[src/hw/rtl/gcfp_pkg.sv]
// Shared types and constants for the grid cell first point sampler.
// No dependencies.
package gcfp_pkg;

  localparam logic [31:0] MIN_INIT = 32'h7FFF_FFFF;
  localparam logic [31:0] MAX_INIT = 32'h8000_0000;
  localparam logic [30:0] RES_INIT = 31'd65536;
  localparam int          PNUM_W   = 12;

  typedef struct packed {
    logic [31:0] x;
    logic [31:0] y;
    logic [31:0] z;
  } point_t;

  typedef struct packed {
    logic [31:0] min_x;
    logic [31:0] max_x;
    logic [31:0] min_y;
    logic [31:0] max_y;
  } box_t;

endpackage

[src/hw/rtl/gcfp_front.sv]
// Front end: accepts points, writes the point store, tracks the x/y box
// and hands a closed cloud to the back end. Uses gcfp_pkg.
module gcfp_front #(
  parameter int MAX_POINTS = 4096,
  parameter int AW         = 12,
  parameter int CNT_W      = 13
) (
  input  logic                 clk,
  input  logic                 rst_n,
  input  logic                 in_push,
  output logic                 in_full,
  input  logic signed [31:0]   in_coord_x,
  input  logic signed [31:0]   in_coord_y,
  input  logic signed [31:0]   in_coord_z,
  input  logic                 in_last_point,
  input  logic                 back_busy,
  output logic                 cmd_valid,
  input  logic                 cmd_take,
  output gcfp_pkg::box_t       cmd_box,
  output logic [CNT_W-1:0]     cmd_count,
  output logic                 wr_en,
  output logic [AW-1:0]        wr_addr,
  output gcfp_pkg::point_t     wr_pt
);

  gcfp_pkg::box_t   box_r, box_nxt, cmd_box_r;
  logic [CNT_W-1:0] cnt_r, cnt_nxt, cmd_cnt_r;
  logic             cmd_valid_r;
  logic             accept, room;

  assign in_full = cmd_valid_r || back_busy;
  assign accept  = in_push && !in_full;
  assign room    = cnt_r < CNT_W'(MAX_POINTS);
  assign wr_en   = accept && room;
  assign wr_addr = cnt_r[AW-1:0];
  assign wr_pt   = '{x: in_coord_x, y: in_coord_y, z: in_coord_z};

  always_comb begin
    box_nxt = box_r;
    cnt_nxt = cnt_r;
    if (wr_en) begin
      if (in_coord_x < $signed(box_r.min_x)) box_nxt.min_x = in_coord_x;
      if (in_coord_x > $signed(box_r.max_x)) box_nxt.max_x = in_coord_x;
      if (in_coord_y < $signed(box_r.min_y)) box_nxt.min_y = in_coord_y;
      if (in_coord_y > $signed(box_r.max_y)) box_nxt.max_y = in_coord_y;
      cnt_nxt = cnt_r + 1'b1;
    end
  end

  always_ff @(posedge clk) begin
    if (!rst_n) begin
      box_r       <= '{gcfp_pkg::MIN_INIT, gcfp_pkg::MAX_INIT,
                       gcfp_pkg::MIN_INIT, gcfp_pkg::MAX_INIT};
      cnt_r       <= '0;
      cmd_valid_r <= 1'b0;
    end else begin
      if (cmd_take) cmd_valid_r <= 1'b0;
      if (accept && in_last_point) begin
        cmd_valid_r <= 1'b1;
        box_r       <= '{gcfp_pkg::MIN_INIT, gcfp_pkg::MAX_INIT,
                         gcfp_pkg::MIN_INIT, gcfp_pkg::MAX_INIT};
        cnt_r       <= '0;
      end else begin
        box_r <= box_nxt;
        cnt_r <= cnt_nxt;
      end
    end
  end

  always_ff @(posedge clk) begin
    if (accept && in_last_point) begin
      cmd_box_r <= box_nxt;
      cmd_cnt_r <= cnt_nxt;
    end
  end

  assign cmd_valid = cmd_valid_r;
  assign cmd_box   = cmd_box_r;
  assign cmd_count = cmd_cnt_r;

endmodule

[config.mk]
export PLATFORM = sky130hd
export DESIGN_NAME = gcfp_front
export DESIGN_NICKNAME = d
export VERILOG_FILES = /design/src/hw/rtl/gcfp_pkg.sv /design/src/hw/rtl/gcfp_front.sv
export SDC_FILE = /design/constraint.sdc
export NUM_CORES = 1
export LEC_CHECK = 0
export BUFFER_PORTS_ARGS = -buffer_cell sky130_fd_sc_hd__buf_2
export CAP_MARGIN = 40
export CORE_MARGIN = 10
export CORE_UTILIZATION = 44
export DETAILED_ROUTE_END_ITERATION = 6
export GPL_TIMING_DRIVEN = 0
export MAX_ROUTING_LAYER = met4
export PLACE_DENSITY = 0.67
export RECOVER_POWER = 100
export SLEW_MARGIN = 20
export SYNTH_ARGS = -nofsm -noshare
export SYNTH_HDL_FRONTEND = slang
export SYNTH_SLANG_ARGS = --single-unit
[constraint.sdc]
create_clock -name clk -period 14.3 [get_ports clk]
set_input_delay 2.86 -clock clk [delete_from_list [all_inputs] [get_ports clk]]
set_output_delay 2.86 -clock clk [all_outputs]
set_load 0.05 [all_outputs]
==> metrics.csv, run 1 <==
metric;value;unit
synthTopCellsByArea;edfxtp_1 (27%), dfxtp_1 (18%), ha_1 (10%);
clockBufferDepth;3;
grt_usage;0.188;
synthFlopType;dfxtp_1;
io_pins;354;
path_max_fanout;51;
synth_area;0.0155;sq mm
skew;9.50;ps
cp.arrival;8530;ps
setup_tns;0;ps
synth_warnings;0;
combPwrFrac;0.177;
routedWlPerCell;18.1;um
die_y;208;um
yosys.area.top_type;edfxtp_1;
die_w;208;um
worst_slack;6260;ps
cts-root-buf;clkbuf_16;
antenna_found_initial;2;
vias;11400;
start_util;0.448;
yosysSeqAreaShare;0.455;
place_congestion;0.884;
htree_levels;1;
cts_setup_buffers;0;
ctsResizeCount;0;
final_net_count;2058;
drive_gt1_frac;0.168;
drv_cap;3;
leakage;0.00766;uW
synth.most_common_cell;nand2_1;
placed_cell_area;0.0178;sq mm
synth-edff-count;141;
dr.pass1.iters;5;
required;14780;ps
swShare;0.282;
rsz0062_at_grt;false;
insertion_delay;560;ps
grt_pass1_vias;11700;
clk_pin_slew;60;ps
synth_top_area_share;0.272;
failed_checks;capacitance limit, slew limit;
overflow;0;
internal_power;1490;uW
period_needed;8040;ps
area_growth;17.7;%
finalSetupViolCount;0;
syn_inst;1472;
numCtsBuffers;31;
maxSlewViolCount;149;
grt_pass1_wl;64900;um
drtAntennaViolNets;0;
cts_sinks;283;
max_slew.worst_pin.slew;2880;ps
multi_input_area;0.00679;sq mm
ir_worst_vdd;109;uV
start_kind;primary input;
cts_hold_buf;0;
dieArea;0.0432;sq mm
synth_commonest_cells;nand2_1 (167), nor2_1 (148), dfxtp_1 (142);
grt_start_max_net_pins;53;
p_switching;587;uW
yosys_register_bits;283;
finalCritPeriodShare;0.562;
drt_iter0_markers;486;
power.clock.fraction;0.389;
via_per_inst;4.95;
seq_area;0.00708;sq mm
timing.fmax;124;MHz
dp_hpwl;31300;um
holdCritPathClass;flop to flop;
fin_area;0.0183;sq mm
synth_cell_types;45;
status;finished, violations left;
numPortBuffers;321;
power-per-cell-area;114;mW/mm^2
tritoncts;yes;
synth-async-reset-ratio;0;
relSlewSlack;-0.918;
criticalPathCategory;primary input to flop;
syn_avg_cell_area;10.6;sq um
hold_violations;0;
wl;41700;um
pre_cts_ws;7180;ps
seq_power_share;0.435;
cp-end-kind;flop;
nFillCells;3261;
drc_errors;0;
rows;68;
synth_nets;1701;
coreArea;0.0347;sq mm
==> layout by cell type, fill, tap and decap left out, types with 8 or more instances in the layout <==
| cell | instances |
|---|---|
| and4_1 | 8 |
| edfxtp_1 | 141 |
| o21ai_0 | 19 |
| clkbuf_1 | 313 |
| dfxtp_1 | 142 |
| and2_0 | 8 |
| nor2_1 | 148 |
| inv_1 | 127 |
| nand2_1 | 167 |
| ha_1 | 127 |
| clkbuf_16 | 32 |
| mux2i_1 | 131 |
| nand3_1 | 9 |
| mux2_1 | 50 |
| mux2_2 | 77 |
| a21oi_1 | 44 |
| buf_4 | 111 |
| buf_2 | 75 |
| nand4_1 | 20 |
==> worst max-delay path, stage by stage <==
cell,delay [ps]
buf_2,100
nor2_1,110
and3_1,1550
clkbuf_1,2120
nand2b_1,290
clkbuf_1,640
clkbuf_1,560
nor2_1,100
mux2i_1,150
==> path summary, 6_finish.rpt <==
| path | cells past startpoint | slack, ps | to | startpoint |
|---|---|---|---|---|
| worst max register to register | 8 | 8300 | box_r[112] | cmd_valid |
| worst max-delay path | 9 | 6260 | box_r[112] | back_busy |
| worst min register to register | 2 | 470 | box_r[5] | box_r[5] |
| worst min-delay path | 2 | 470 | box_r[5] | box_r[5] |
==> metrics by stage <==
stage / hold WS [ps] / util / power [uW] / cells
2_1_floorplan: 445 / - / 1200 / 1472
3_3_place_gp: 457 / 0.510 / 1300 / 2248
3_5_place_dp: 461 / 0.513 / 1310 / 2251
4_1_cts: 474 / 0.542 / 2120 / 2307
5_1_grt: 493 / 0.527 / 2170 / 2309
6_report: 467 / 0.527 / 2080 / 2309
==> per-layer routing <==
metal / vias to the layer above / routed length (um) / part of all wire / GRT usage
met2: 302 / 20300 / 0.49 / 0.315
met1: 5405 / 18500 / 0.44 / 0.235
li1: 5670 / - / - / -
met3: 50 / 2190 / 0.053 / 0.0309
met5: - / 0 / 0 / -
met4: 0 / 743 / 0.018 / 0.0406
==> state kept, by name, summed over array words and instances (netlist names) <==
register   cells
cnt_r         13
cmd_valid      1
cmd_count     13
box_r        128
cmd_box      128
==> final cells by class <==
cell class                      count  share of cell area
Inverter                          127              0.0261
Multi-Input combinational cell    895               0.371
Buffer                            167              0.0577
Clock inverter                     11             0.00691
Clock buffer                       45              0.0492
Sequential cell                   283               0.387
Antenna cell                        2            0.000274
Timing Repair Buffer              324              0.0710
Tap cell                          455              0.0311
==> power groups by stage <==
stage                     Clock (uW)  Combinational [uW]  Sequential [uW]
after floorplan                    0                 239              960
after global placement             0                 380              923
after CTS                        823                 390              903
after global routing             859                 401              908
final                            809                 367              905
after detailed placement           0                 387              921
==> kinds of logic after synthesis <==
logic type,count (synthesis),share of synthesized area
compound gates,101,0.0406
buf+inv,294,0.102
xor+xnor,11,0.00620
flops,283,0.455
simple gates,395,0.109
fa+ha+maj,127,0.102
mux,261,0.185
Power figures use the tool's default switching activity.
==> run 2, diff against run 1 <==
- clock period: 14.3 -> 7.5 ns (I/O delays scaled with it)
==> run 2 against run 1 <==
The flow still finishes with violations (capacitance limit, slew limit). Clock power up 90%. Sequential power up 90%. Power up 91%. Utilization up 0.069 points. Sequential share of layout area down 0.050 points.
==> metrics.csv, run 2 (synthesized netlist as in run 1, its figures left out) <==
metric;value;unit
drtAntennaViolNets;0;
insertion_delay;560;ps
dr.pass1.iters;5;
grt_pass1_vias;11700;
htree_levels;1;
ir_worst_vdd;209;uV
grt_pass1_wl;64900;um
holdCritPathClass;flop to flop;
cts-root-buf;clkbuf_16;
cts_hold_buf;0;
area_growth;17.9;%
final_common_cell;clkbuf_1;
die_y;208;um
timing.fmax;191;MHz
placed_cell_area;0.0178;sq mm
criticalPathCategory;primary input to flop;
numPortBuffers;321;
numCtsBuffers;31;
seq_area;0.00708;sq mm
ctsResizeCount;0;
drc_errors;0;
wl;41700;um
reg2reg_from;cmd_valid;
dieArea;0.0432;sq mm
max_slew.worst_pin.slew;2610;ps
skew;11.7;ps
fin_area;0.0183;sq mm
via_per_inst;4.96;
rsz0062_at_grt;false;
cts_sinks;283;
overflow;0;
final_net_count;2058;
leakage;0.00767;uW
dp_hpwl;31300;um
drt_iter0_markers;492;
tritoncts;yes;
finalCritPeriodShare;0.698;
failed_checks;capacitance limit, slew limit;
maxSlewViolCount;96;
period_needed;5240;ps
power;3970;uW
status;finished, violations left;
cp.arrival;5360;ps
setup_tns;0;ps
required;7620;ps
path_max_fanout;52;
worst_r2r_path_depth;3;
start_kind;primary input;
antenna_found_initial;2;
hold_violations;0;
coreArea;0.0347;sq mm
clk_pin_slew;60;ps
drive_gt1_frac;0.169;
crit_end;cmd_box[7];
finalSetupViolCount;0;
power-per-cell-area;217;mW/mm^2
io_pins;354;
start_util;0.448;
crit_start;back_busy;
reg2reg_to;cmd_box[7];
place_congestion;0.884;
layout_common_cells;clkbuf_1 (312), nand2_1 (167), nor2_1 (148), dfxtp_1 (142), edfxtp_1 (141);
grt_start_max_net_pins;53;
rows;68;
rrSetupSlack;2950;ps
relSlewSlack;-0.738;
clockBufferDepth;3;
grt_usage;0.188;
multi_input_area;0.00679;sq mm
cts_setup_buffers;0;
vias;11500;
die_w;208;um
drv_cap;2;
routedWlPerCell;18.1;um
cp-end-kind;flop;
nFillCells;3259;
==> run 2: cell count changes in the layout (fill, tap and decap cells not counted) <==
cell and change:
buf_16 +1, clkbuf_1 -1
==> run 2: cell type report <==
| cell class | count | area share |
|---|---|---|
| flip-flops and latches | 283 | 0.386 |
| inverters | 127 | 0.0260 |
| well taps | 455 | 0.0311 |
| repair buffers | 324 | 0.0722 |
| clock inverters | 11 | 0.00690 |
| plain buffers | 167 | 0.0576 |
| multi-input cells | 895 | 0.371 |
| clock buffers | 45 | 0.0491 |
| diodes | 2 | 0.000273 |
==> run 2: report_power, final <==
part / internal (uW) / switching, uW
Clock: 926 / 617
Combinational: 229 / 472
Sequential: 1690 / 32.1
Total: 2850 / 1120
==> run 2: critical path, cell delays in order <==
cell      delay [ps]
buf_2            100
nor2_1           110
and3_1          1640
clkbuf_1        1940
==> run 2: per-layer routing <==
layer / track usage / routed length, um
met5: - / 0
met1: 0.235 / 18300
met3: 0.0309 / 2350
met2: 0.315 / 20400
met4: 0.0406 / 726
==> run 2: stage by stage <==
stage                     hold slack (ps)  cells  utilization  worst slack, ps
after floorplan                       445   1472            -             1380
after global placement                457   2248        0.510            -1060
after detailed placement              461   2251        0.513             2710
after CTS                             474   2307        0.542             3090
after global routing                  493   2309        0.528             1820
final                                 467   2309        0.528             2260
==> run 2: worst min path at each step <==
stage	startpoint	to	cells past startpoint
after detailed placement	box_r[3]	box_r[3]	2
after CTS	box_r[19]	box_r[19]	2
after floorplan	box_r[10]	box_r[10]	2
after global placement	box_r[66]	box_r[66]	2
final	box_r[5]	box_r[5]	2
after global routing	box_r[4]	box_r[4]	2
